--- src/rtl/core/lage_pkg.sv ---
`default_nettype none
// ----------------------------------------------------------------------------
// lage_pkg: shared definitions for the life generation engine
// Field geometry, memory layout, stream widths, action codes, FSM states and
// the command/status bundles between controller and datapath.
// ----------------------------------------------------------------------------
package lage_pkg;

    localparam int FIELD_W = 64;
    localparam int FIELD_H = 64;

    localparam int COL_W     = $clog2(FIELD_W);
    localparam int ROW_W     = $clog2(FIELD_H);
    localparam int MEM_AW    = ROW_W + 1;
    localparam int MEM_DEPTH = 1 << MEM_AW;

    // Rows H-2 .. H+1 (mod H) are read, so every row sees two rows each side.
    localparam int SWEEP_READS = FIELD_H + 4;
    localparam int K_W         = $clog2(SWEEP_READS + 1);

    localparam logic [ROW_W-1:0] ROW_LAST  = ROW_W'(FIELD_H - 1);
    localparam logic [ROW_W-1:0] ROW_START = ROW_W'(FIELD_H - 2);
    localparam logic [K_W-1:0]   K_LAST    = K_W'(SWEEP_READS);

    localparam int IN_TDATA_W  = 16;
    localparam int OUT_TDATA_W = 40;
    localparam int GEN_W       = 32;

    localparam logic [1:0] ACT_SET     = 2'd0;
    localparam logic [1:0] ACT_ADVANCE = 2'd1;
    localparam logic [1:0] ACT_READ    = 2'd2;

    typedef enum logic [2:0] {
        ST_IDLE,
        ST_SWEEP,
        ST_ROW_RD,
        ST_ROW_WAIT,
        ST_RESP
    } state_t;

    typedef struct packed {
        logic capture;
        logic sweep_start;
        logic sweep_run;
        logic commit;
        logic rd_item;
        logic wr_set;
        logic load_out;
    } cmd_t;

    typedef struct packed {
        logic sweep_last;
        logic item_is_set;
    } status_t;

endpackage
`default_nettype wire

--- src/rtl/core/lage_ctrl.sv ---
`default_nettype none
// ----------------------------------------------------------------------------
// lage_ctrl: sequencer of the life generation engine
// Takes one item at a time, steps the datapath through the generation sweep
// or the row access, and owns the output valid flag.
// ----------------------------------------------------------------------------
module lage_ctrl (
    input  wire logic             clk,
    input  wire logic             rst_n,
    input  wire logic             s_axis_tvalid,
    output logic                  s_axis_tready,
    input  wire logic [1:0]       s_axis_tuser,
    output logic                  m_axis_tvalid,
    input  wire logic             m_axis_tready,
    input  wire lage_pkg::status_t status,
    output lage_pkg::cmd_t        cmd
);

    lage_pkg::state_t state_reg;
    lage_pkg::state_t state_next;
    logic             out_valid_reg;
    logic             out_valid_next;

    always_ff @(posedge clk or negedge rst_n)
    begin
        if (!rst_n)
        begin
            state_reg     <= lage_pkg::ST_IDLE;
            out_valid_reg <= 1'b0;
        end
        else
        begin
            state_reg     <= state_next;
            out_valid_reg <= out_valid_next;
        end
    end

    always_comb
    begin
        state_next    = state_reg;
        cmd           = '0;
        s_axis_tready = 1'b0;
        unique case (state_reg)
            lage_pkg::ST_IDLE:
            begin
                s_axis_tready = 1'b1;
                if (s_axis_tvalid)
                begin
                    cmd.capture = 1'b1;
                    unique case (s_axis_tuser)
                        lage_pkg::ACT_ADVANCE:
                        begin
                            cmd.sweep_start = 1'b1;
                            state_next      = lage_pkg::ST_SWEEP;
                        end
                        default:
                        begin
                            state_next = lage_pkg::ST_ROW_RD;
                        end
                    endcase
                end
            end
            lage_pkg::ST_SWEEP:
            begin
                cmd.sweep_run = 1'b1;
                if (status.sweep_last)
                begin
                    cmd.commit = 1'b1;
                    state_next = lage_pkg::ST_ROW_RD;
                end
            end
            lage_pkg::ST_ROW_RD:
            begin
                cmd.rd_item = 1'b1;
                state_next  = lage_pkg::ST_ROW_WAIT;
            end
            lage_pkg::ST_ROW_WAIT:
            begin
                cmd.wr_set = status.item_is_set;
                state_next = lage_pkg::ST_RESP;
            end
            lage_pkg::ST_RESP:
            begin
                // The result waits here until the output register is free.
                if (!out_valid_reg || m_axis_tready)
                begin
                    cmd.load_out = 1'b1;
                    state_next   = lage_pkg::ST_IDLE;
                end
            end
            default:
            begin
                state_next = lage_pkg::ST_IDLE;
            end
        endcase
    end

    always_comb
    begin
        if (cmd.load_out)
        begin
            out_valid_next = 1'b1;
        end
        else if (m_axis_tready)
        begin
            out_valid_next = 1'b0;
        end
        else
        begin
            out_valid_next = out_valid_reg;
        end
    end

    assign m_axis_tvalid = out_valid_reg;

endmodule
`default_nettype wire

--- config.mk ---
export PLATFORM = sky130hd
export DESIGN_NAME = lage_ctrl
export DESIGN_NICKNAME = d
export VERILOG_FILES = /design/src/rtl/core/lage_pkg.sv /design/src/rtl/core/lage_ctrl.sv
export SDC_FILE = /design/constraint.sdc
export NUM_CORES = 1
export LEC_CHECK = 0
export BUFFER_PORTS_ARGS = -buffer_cell sky130_fd_sc_hd__buf_2
export CORE_AREA = 2 2 39 41
export DETAILED_ROUTE_END_ITERATION = 7
export DIE_AREA = 0 0 41 43
export GPL_ROUTABILITY_DRIVEN = 0
export SETUP_SLACK_MARGIN = 0.2
export SLEW_MARGIN = 20
export SYNTH_ARGS = -nofsm -noshare
export SYNTH_HDL_FRONTEND = slang
export SYNTH_SLANG_ARGS = --single-unit
export TNS_END_PERCENT = 20
--- constraint.sdc ---
create_clock -name clk -period 1.6 [get_ports clk]
set_input_delay 0.24 -clock clk [delete_from_list [all_inputs] [get_ports clk]]
set_output_delay 0.24 -clock clk [all_outputs]
set_load 0.05 [all_outputs]
Yosys cells after proc, flatten, opt, wreduce, memory -nomap -nowiden. Cells that the tools add are included.

Flip-flop bits (word level): 4. Word-level logic and storage cells: 32.

Equality and inequality tests: 8. Mux-type cells: 17. Reduce and logical (&&, ||, !) cells: 5.

Operators with widths (number): 3-bit one-hot mux with 5 select lines (1); 1-bit two-way mux (9); 3-bit two-way mux (3); 2-bit two-way mux (4); 3-bit by 2-bit == test with 1-bit output, second input constant (2); 2-bit inequality test, second input constant (3); 3-bit by 1-bit == test with 1-bit output, second input constant (1); 3-bit == test, second input constant (1); 3-bit logical NOT (1); 3-bit AND reduction (1); 2-bit by 1-bit == test with 1-bit output, second input constant (1); 2-bit nonzero test (1); 1-bit logical NOT (1); 1-bit logical OR (1).

Depth between registers and ports, before layout. Gate-level depths: netlist of run 1.

Word-level depth: 5. Depth in mapped cells: 3. Depth with buffers taken out: 2.

Worst setup path after synthesis of run 1. OpenSTA, ideal clock, no wires.

Path kind: reg-to-output. From: register state_reg[0]. To: output port cmd[5] (netlist name). Arrival time: 2220 ps. Slack: -860 ps. Cell stages (with the launch flop): 3. Cells stage by stage: dfrtp_1 -> nor3_1 -> and3_1.

RTL lines: start, declared (RTL line lage_ctrl.sv:19) `lage_pkg::state_t state_reg;`; start signal, assigned (RTL line lage_ctrl.sv:28) `state_reg <= lage_pkg::ST_IDLE;`; start signal, assigned (RTL line lage_ctrl.sv:33) `state_reg <= state_next;`; end, declared (RTL line lage_ctrl.sv:16) `output lage_pkg::cmd_t cmd`.

==> summary.txt, run 1 <==
Placement Rows -> 14
Required @ worst endpoint -> 1.36 ns
Die Y -> 43 um
Unrepaired setup endpoints after global routing -> yes
CTS tree -> yes
Critical Path Start Type -> flip-flop
Crit path max fanout -> 5
Crit path time final -> 1.59 ns
Cells after Synth -> 25
First-pass GRT wire length -> 938 um
Total grt overflow -> 0
Post-route ant nets -> 0
M2 GR Usage -> 11.9%
Critical path class -> reg2out
Yosys reg bits -> 4
Period utilisation layout -> 99.5%
Syn_area_per_cell -> 9.91 um2
GR Util met1 -> 8.79%
Met3 usage -> 4.71%
Post-route cell area -> 507 um2
CTS buffer count -> 3
Sequential area share after synthesis -> 40.4%
H-tree levels -> 1
Die ar. -> 1760 um2
Core ar. -> 1380 um2
Status -> finished, final reports clean
Hold Fails Final Rpt -> 0
Final WL -> 533 um
Total GRT Usage -> 8.06%
Post-Syn Nets -> 33
Share of cells above drive strength 1 -> 63.3%
Clock sink count -> 4
Leakage -> 0.246 nW
DR vias/cell -> 3.98
Initial core utilization -> 17.9%
Max FFs per register -> 3
ANT cells -> 0
Skew final -> 0.00829 ns
Layout area overhead -> 105%
Clock Latency Late Sink -> 0.23 ns
HP Start -> s_axis_tvalid
YS warnings -> 0
Clock Pin Slew Worst Setup and Hold Paths -> 0.04 ns
Initial antenna violation count -> 0
Total Neg Setup Slack -> 0 ns
Via Count -> 259
IO buf count -> 16
Final slew viol count -> 0
Beginning of the critical path -> state_reg[0]$_DFFE_PN0P_
Critical R2R Launch -> state_reg[0]$_DFFE_PN0P_
DP Wirelength -> 450 um
Clock Path Buffers -> 2
Cell variety after synth -> 18
Synthesized area -> 248 um2
PD cells -> 2330 nW/um2
Pwr Total -> 1.18 mW
Fill count -> 135
Largest net degree at the start of global routing -> 8
Critical path capture point type -> primary output
Peak Freq -> 0.628 GHz
VDD IR max -> 589 uV
Count of final setup violators -> 0
Commonest cells after routing, fill and taps aside -> 8 x buf_2, 8 x buf_6, 3 x clkbuf_4, 3 x dfrtp_1
Most Crowded Layer GR -> met2
Least-Margin Pin Slew -> 0.236 ns
Post-DR wirelength/cell -> 8.20 um
DRC errors left -> 0
IO Count -> 17
Chip Width -> 41 um
DRT iter0 DRCs -> 1
Crit path arrival time -> 1.35 ns
Hold Crit Class -> in2reg
Area post-placement -> 380 um2
Slew HR -> 84.1%
MaxCap Viol Count -> 0
Layout net count -> 58
Number of global-route vias before repair -> 247
Root Buffer -> clkbuf_4
TritonRoute pass-1 iters -> 2
## layout make-up
class | instances | area, um2 | area share, %
multi-input combinational | 19 | 170 | 33.6
tap | 16 | 20.0 | 3.95
clock buffer | 4 | 26.3 | 5.19
timing repair buffer | 21 | 185 | 36.5
inverter | 1 | 3.75 | 0.741
sequential | 4 | 101 | 20.0
## worst max-delay path, stage by stage (launching register included)
cell and delay, ns:
dfrtp_2 0.43, or3b_4 0.41, nor2b_4 0.12, buf_6 0.15
## layer usage
| metal | up-vias | share of wire (%) | wire length (um) |
|---|---|---|---|
| met2 | 6 | 55 | 294 |
| met1 | 115 | 38 | 205 |
| li1 | 138 | - | - |
| met3 | 0 | 6.4 | 34 |
| met4 | 0 | 0 | 0 |
| met5 | - | 0 | 0 |
## final timing paths
path / to / slack [ns] / depth (start not counted)
min reg2reg: m_axis_tvalid$_DFFE_PN0P_ / 0.52 / 2
max: cmd[0] / 0.008 / 3
max reg2reg: state_reg[1]$_DFFE_PN0P_ / 0.41 / 3
min: state_reg[1]$_DFFE_PN0P_ / 0.30 / 2
min in group asynchronous: state_reg[1]$_DFFE_PN0P_ / 0.33 / 2
max in group asynchronous: state_reg[0]$_DFFE_PN0P_ / 1.14 / 2
## what timing repair did
item / in CTS / in global routing
hold endpoints to repair: 4 / 0
buffers inserted: 2 / 0
pin swaps: 5 / 2
resized for setup: 21 / 2
endpoints found under the setup margin: 8 / 8
hold buffers: 1 / 0
## cells in the mapped netlist
| cell | instances | share of area, % |
|---|---|---|
| dfrtp_1 | 4 | 40 |
| a311o_1 | 2 | 8.1 |
| nand2b_1 | 2 | 5.0 |
| nor2_1 | 2 | 3.0 |
| nor2b_1 | 2 | 5.0 |
| and2_1 | 1 | 2.5 |
| and3_1 | 1 | 2.5 |
| and4bb_1 | 1 | 5.0 |
| buf_4 | 1 | 3.0 |
| inv_1 | 1 | 1.5 |
| nand2_1 | 1 | 1.5 |
| nand3b_1 | 1 | 3.0 |
| nor3_1 | 1 | 2.0 |
| nor3b_1 | 1 | 3.0 |
| nor3b_2 | 1 | 5.0 |
| nor4b_1 | 1 | 3.5 |
| o21ai_1 | 1 | 2.0 |
| or3b_1 | 1 | 3.5 |
## cells by family after synthesis
group,Yosys count,share of synthesized area [%]
AOI/OAI and AO/OA,3,10.1
buffers and inverters,2,4.55
DFF,4,40.4
and+or+nand+nor,16,45.0
## through the flow
step / worst slack [ns] / utilization, % / hold WS (ns) / instances
after floorplan: -0.00354 / - / -0.0556 / 25
after global placement: 0.147 / 27.5 / 0.0441 / 58
after detailed placement: 0.137 / 27.5 / 0.0467 / 58
after CTS: -0.0151 / 36.0 / 0.293 / 65
after global routing: -0.0385 / 36.6 / 0.310 / 65
final: 0.00791 / 36.6 / 0.299 / 65
## power by group
group | switching [mW] | internal [mW]
combinational | 0.487 | 0.366
clock | 0.0415 | 0.0936
sequential | 0.0399 | 0.152
total | 0.568 | 0.611
No activity file was read; power rests on OpenSTA's default activity.
==> inputs of run 2 (changes only) <==
Settings changed: BUFFER_PORTS_ARGS -buffer_cell sky130_fd_sc_hd__buf_2 to unset, DONT_BUFFER_PORTS set to 1.
==> run 2 against run 1 <==
Compared with the run above: critical path type unchanged; sequential power is 4% lower; clock skew up 0.0030 ns; register-to-register slack got worse by 0.25 ns; wire length increased by 18%; die area stayed put; total power is 0.42% lower; clock power up 4%; critical endpoint unchanged.
==> summary.txt, run 2 (same netlist as run 1, synthesis figures left out) <==
R2R setup slack -> 0.16 ns
Critical Path Start Type -> flip-flop
Post-route cell area -> 458 um2
Layout net count -> 51
Peak Freq -> 0.642 GHz
Most common cell after layout, fill and taps aside -> buf_6
Beginning of the critical path -> state_reg[1]$_DFFE_PN0P_
Worst hold stages -> 1
Layout area overhead -> 84.8%
Period utilisation layout -> 97.3%
Worst Setup EP -> cmd[0]
Critical path capture point type -> primary output
Hold Fails Final Rpt -> 0
DP Wirelength -> 446 um
Die ar. -> 1760 um2
CTS tree -> yes
Initial antenna violation count -> 0
ANT cells -> 0
Via Count -> 255
Clock Pin Slew Worst Setup and Hold Paths -> 0.04 ns
Required @ worst endpoint -> 1.36 ns
Unrepaired setup endpoints after global routing -> yes
Crit-path cells -> or3b_4 > nor2b_4 > buf_6
Clock sink count -> 4
Total GRT Usage -> 8.56%
Placement Rows -> 14
Clock Path Buffers -> 2
Final WL -> 630 um
Largest net degree at the start of global routing -> 8
Post-route ant nets -> 0
Total grt overflow -> 0
DRC errors left -> 0
Clock Latency Late Sink -> 0.24 ns
IO Count -> 17
Skew final -> 0.0113 ns
First-pass GRT wire length -> 917 um
Crit-path max cell delay -> 0.42 ns
Crit path max fanout -> 3
Root Buffer -> clkbuf_4
Final core utilization -> 33.1%
VDD IR max -> 730 uV
Crit path arrival time -> 1.32 ns
Share of cells above drive strength 1 -> 59.5%
Initial core utilization -> 17.9%
Critical path class -> reg2out
Most Crowded Layer GR -> met2
Commonest cells after routing, fill and taps aside -> 7 x buf_6, 6 x buf_4, 3 x clkbuf_4, 3 x dfrtp_1
Layout Cells excl Fill -> 58
DP Cell Count -> 49
Clock power frac -> 12.0%
M2 GR Usage -> 12.5%
Hold Crit Class -> in2reg
Hold WS -> 0.159 ns
Total Neg Setup Slack -> 0 ns
Die Y -> 43 um
DR vias/cell -> 4.40
Core ar. -> 1380 um2
Worst r2r path cells -> 5
Net switching fraction of the power -> 49.3%
MaxCap Viol Count -> 0
Sequential power share -> 15.7%
Pre-CTS setup slack -> 0.180 ns
Slew HR -> 82.2%
Slowest CP cell -> or3b_4
Critical R2R Launch -> state_reg[0]$_DFFE_PN0P_
Pwr Total -> 1.17 mW
Gate power share -> 72.2%
PD cells -> 2570 nW/um2
Final slew viol count -> 0
CTS buffer count -> 3
Area post-placement -> 353 um2
Max FFs per register -> 3
DRT iter0 DRCs -> 3
Sw power -> 0.579 mW
Reg-to-Reg End -> state_reg[1]$_DFFE_PN0P_
Leakage -> 0.213 nW
GR Util met1 -> 7.79%
P_int -> 0.595 mW
Count of final setup violators -> 0
Status -> finished, final reports clean
Crit path time final -> 1.56 ns
Number of global-route vias before repair -> 234
Met3 usage -> 3.14%
Post-route worst setup slack -> 0.0433 ns
H-tree levels -> 1
TritonRoute pass-1 iters -> 3
Post-DR wirelength/cell -> 10.9 um
Chip Width -> 41 um
IO buf count -> 0
Least-Margin Pin Slew -> 0.265 ns
==> run 2: changes by cell type in the layout (fill, tap and decap cells not counted), sizes merged <==
cell,previous run,this run
buf,20,13
==> run 2: layout make-up <==
| type | count | area [um2] |
|---|---|---|
| Clock buffer | 4 | 26.3 |
| Tap cell | 16 | 20.0 |
| Timing Repair Buffer | 14 | 134 |
| Multi-Input combinational cell | 19 | 173 |
| Sequential cell | 4 | 101 |
| Fill cell | 149 | 926 |
| Inverter | 1 | 3.75 |
==> run 2: repair_timing <==
action	CTS	global route
hold buffers	1	0
hold endpoints to repair	4	0
endpoints found under the setup margin	7	8
gates resized for setup	3	8
buffers inserted	3	1
pin swaps	3	8
==> run 2: power by group through the flow <==
| stage | registers, mW | clock network (mW) | logic, mW |
|---|---|---|---|
| after floorplan | 0.267 | 0 | 0.454 |
| after global placement | 0.206 | 0 | 0.685 |
| after detailed placement | 0.208 | 0 | 0.691 |
| after CTS | 0.181 | 0.149 | 0.778 |
| after global routing | 0.191 | 0.160 | 0.891 |
| final | 0.185 | 0.141 | 0.848 |
==> run 2: worst max-delay path, delay by kind of cell (launching register included) <==
kind,cells,cell delay [ns]
buffers and inverters,1,0.16
AND/OR/NAND/NOR,2,0.54
flip-flops,1,0.38
==> run 2: worst min path at each step <==
stage / end / slack, ns / from
after floorplan: m_axis_tvalid$_DFFE_PN0P_ / -0.06 / rst_n
after detailed placement: m_axis_tvalid$_DFFE_PN0P_ / -0.06 / rst_n
after global placement: m_axis_tvalid$_DFFE_PN0P_ / -0.06 / rst_n
after global routing: state_reg[0]$_DFFE_PN0P_ / 0.16 / s_axis_tvalid
after CTS: state_reg[0]$_DFFE_PN0P_ / 0.15 / s_axis_tvalid
final: state_reg[0]$_DFFE_PN0P_ / 0.16 / s_axis_tvalid
==> run 2: routing by layer <==
metal | vias up | part of all wire (%)
li1 | 125 | -
met1 | 124 | 32
met2 | 6 | 63
met3 | 0 | 5.4
met4 | 0 | 0
met5 | - | 0
==> inputs of run 3 (changes only) <==
Settings changed: ABC_AREA set to 1.
==> run 3 against run 2 <==
Compared with the run above: via count up 25%; maximum frequency rose by 4.6%; synthesized area rose by 14%; sequential share of layout area is 1.3 points lower; wire length grew 9.0%; highest routed layer is now met4; flip-flop and latch count unchanged.
==> summary.txt, run 3 <==
Status -> finished, final reports clean
Cell variety after synth -> 15
Worst hold stages -> 1
DR vias/cell -> 4.36
Clock Pin Slew Worst Setup and Hold Paths -> 0.04 ns
Die ar. -> 1760 um2
DRT iter0 DRCs -> 1
ANT cells -> 0
IO Count -> 17
Synth top cells by count -> 9 x nor2_1, 6 x inv_1, 5 x nand2_1, 4 x dfrtp_1, 4 x inv_2
Placement Rows -> 14
Syn_area_per_cell -> 6.70 um2
Critical Path Start Type -> flip-flop
Largest net degree at the start of global routing -> 7
H-tree levels -> 1
Core ar. -> 1380 um2
DRC errors left -> 0
Share of the synthesized area in the top cell type -> 35.6%
Slew HR -> 82.9%
Clock Latency Late Sink -> 0.24 ns
First-pass GRT wire length -> 1.05 mm
Fill count -> 151
Slowest CP cell -> dfrtp_2
Post-Syn Nets -> 50
Critical path capture point type -> primary output
Post-DR wirelength/cell -> 9.41 um
Required @ worst endpoint -> 1.36 ns
Reg-to-Reg End -> state_reg[1]$_DFFE_PN0P_
Root Buffer -> clkbuf_4
Number of global-route vias before repair -> 278
Crit path time final -> 1.49 ns
Async SR Flop Fraction -> 100%
Post-synth top flop -> dfrtp_1
Initial core utilization -> 20.3%
Hold EP -> m_axis_tvalid$_DFFE_PN0P_
Crit-path cells -> buf_4 > nor3_4 > buf_6
Total grt overflow -> 0
Layout area overhead -> 74.7%
PD cells -> 2500 nW/um2
Total GRT Usage -> 9.38%
Crit path max fanout -> 6
VDD IR max -> 839 uV
CP delay by family, top -> flip-flops
DRT met1 WL -> 250 um
Top-count cell post-synth -> nor2_1
YS warnings -> 0
Chip Width -> 41 um
MaxCap Viol Count -> 0
Cells after Synth -> 42
Total Neg Setup Slack -> 0 ns
Yosys top cell by area -> dfrtp_1
Yosys reg bits -> 4
Layout net count -> 67
Post-route ant nets -> 0
Via Count -> 318
Pwr Total -> 1.23 mW
Layout Cells excl Fill -> 73
Hold Crit Class -> in2reg
R2R setup slack -> 0.38 ns
Hold Fails Final Rpt -> 0
HP Start -> m_axis_tready
DP Cell Count -> 65
Ranking of synthesized cells by area -> dfrtp_1 36%, nor2_1 12%, inv_1 8.0%
IO buf count -> 0
Share of cells above drive strength 1 -> 59.6%
Crit path arrival time -> 1.25 ns
CTS tree -> yes
Initial antenna violation count -> 0
Clock Path Buffers -> 2
Synthesized area -> 282 um2
TritonRoute pass-1 iters -> 2
Max FFs per register -> 3
Crit path buffers/inverters -> 2
Crit-path max cell delay -> 0.45 ns
Met3 wire len -> 53 um
Count of final setup violators -> 0
Die Y -> 43 um
Critical R2R Launch -> state_reg[1]$_DFFE_PN0P_
Sequential area share after synthesis -> 35.6%
Top Layer Used -> met4
Period utilisation layout -> 93.0%
Peak Freq -> 0.672 GHz
Clock sink count -> 4
DP Wirelength -> 506 um
Unrepaired setup endpoints after global routing -> yes
CTS buffer count -> 3
Critical path class -> reg2out
Worst r2r path cells -> 6
Final slew viol count -> 0
Final WL -> 687 um
Skew final -> 0.00158 ns
Commonest cells after routing, fill and taps aside -> 6 x nor2_1, 6 x buf_6, 6 x buf_4, 5 x inv_1
Routed wl met2 -> 363 um
Least-Margin Pin Slew -> 0.256 ns
Leakage -> 0.238 nW
Post-synth EDFFs -> 0
==> run 3: cell types whose count changed after synthesis, sizes merged, moves of 2 or more <==
cell    previous run  this run
a21oi              0         2
a311o              2         0
inv                1        10
nand2              1         8
nand2b             2         0
nand3              0         2
nor2               2         9
nor2b              2         0
nor3               1         3
nor3b              2         0
==> run 3: kinds of logic after synthesis <==
logic type | count (synthesis) | synth area share [%]
AOI/OAI and AO/OA | 4 | 8.44
buffers and inverters | 11 | 16.0
DFF | 4 | 35.6
and+or+nand+nor | 23 | 40.0
==> run 3: final cells by class <==
cell class / count / area, um2 / share of cell area [%]
inverter: 10 / 40.0 / 8.14
sequential: 4 / 103 / 20.9
timing repair buffer: 13 / 123 / 24.9
tap: 16 / 20.0 / 4.07
multi-input combinational: 27 / 184 / 37.4
clock buffer: 3 / 22.5 / 4.58
==> run 3: repair_timing <==
action                                 in CTS  in global routing
resized for setup                           7                 10
setup endpoints to repair                   8                  8
hold buffers                                1                  0
pin swaps                                   2                  3
setup buffers                               4                  0
endpoints found under the hold margin       4                  0
==> run 3: per-layer routing <==
layer	up-vias	track usage, %
li1	158	-
met1	145	9.80
met5	-	0
met3	3	6.28
met2	12	13.1
met4	0	6.00
==> run 3: worst max path at each step <==
stage	to	slack, ns	cells after the start	from
3_5_place_dp	cmd[0]	0.28	6	state_reg[1]$_DFFE_PN0P_
5_1_grt	cmd[4]	0.05	3	state_reg[1]$_DFFE_PN0P_
4_1_cts	cmd[0]	0.08	6	state_reg[1]$_DFFE_PN0P_
6_report	cmd[4]	0.11	3	state_reg[1]$_DFFE_PN0P_
2_1_floorplan	cmd[6]	0.03	3	state_reg[1]$_DFFE_PN0P_
3_3_place_gp	cmd[0]	0.29	6	state_reg[1]$_DFFE_PN0P_
==> run 3: where the power goes <==
part           total, mW  switching [mW]  internal [mW]
Sequential         0.248          0.0930          0.155
Clock              0.127          0.0431         0.0840
Combinational      0.855           0.555          0.300
Total               1.23           0.691          0.539
==> run 3: metrics by stage <==
stage | utilization [%] | hold WS, ns | instance area [um2] | worst slack [ns]
6_report | 35.5 | 0.0988 | 492 | 0.112
5_1_grt | 35.5 | 0.103 | 492 | 0.0459
4_1_cts | 32.8 | 0.0870 | 454 | 0.0761
3_5_place_dp | 27.0 | -0.0555 | 374 | 0.276
3_3_place_gp | 27.0 | -0.0555 | 374 | 0.287
2_1_floorplan | - | -0.0556 | 302 | 0.0292
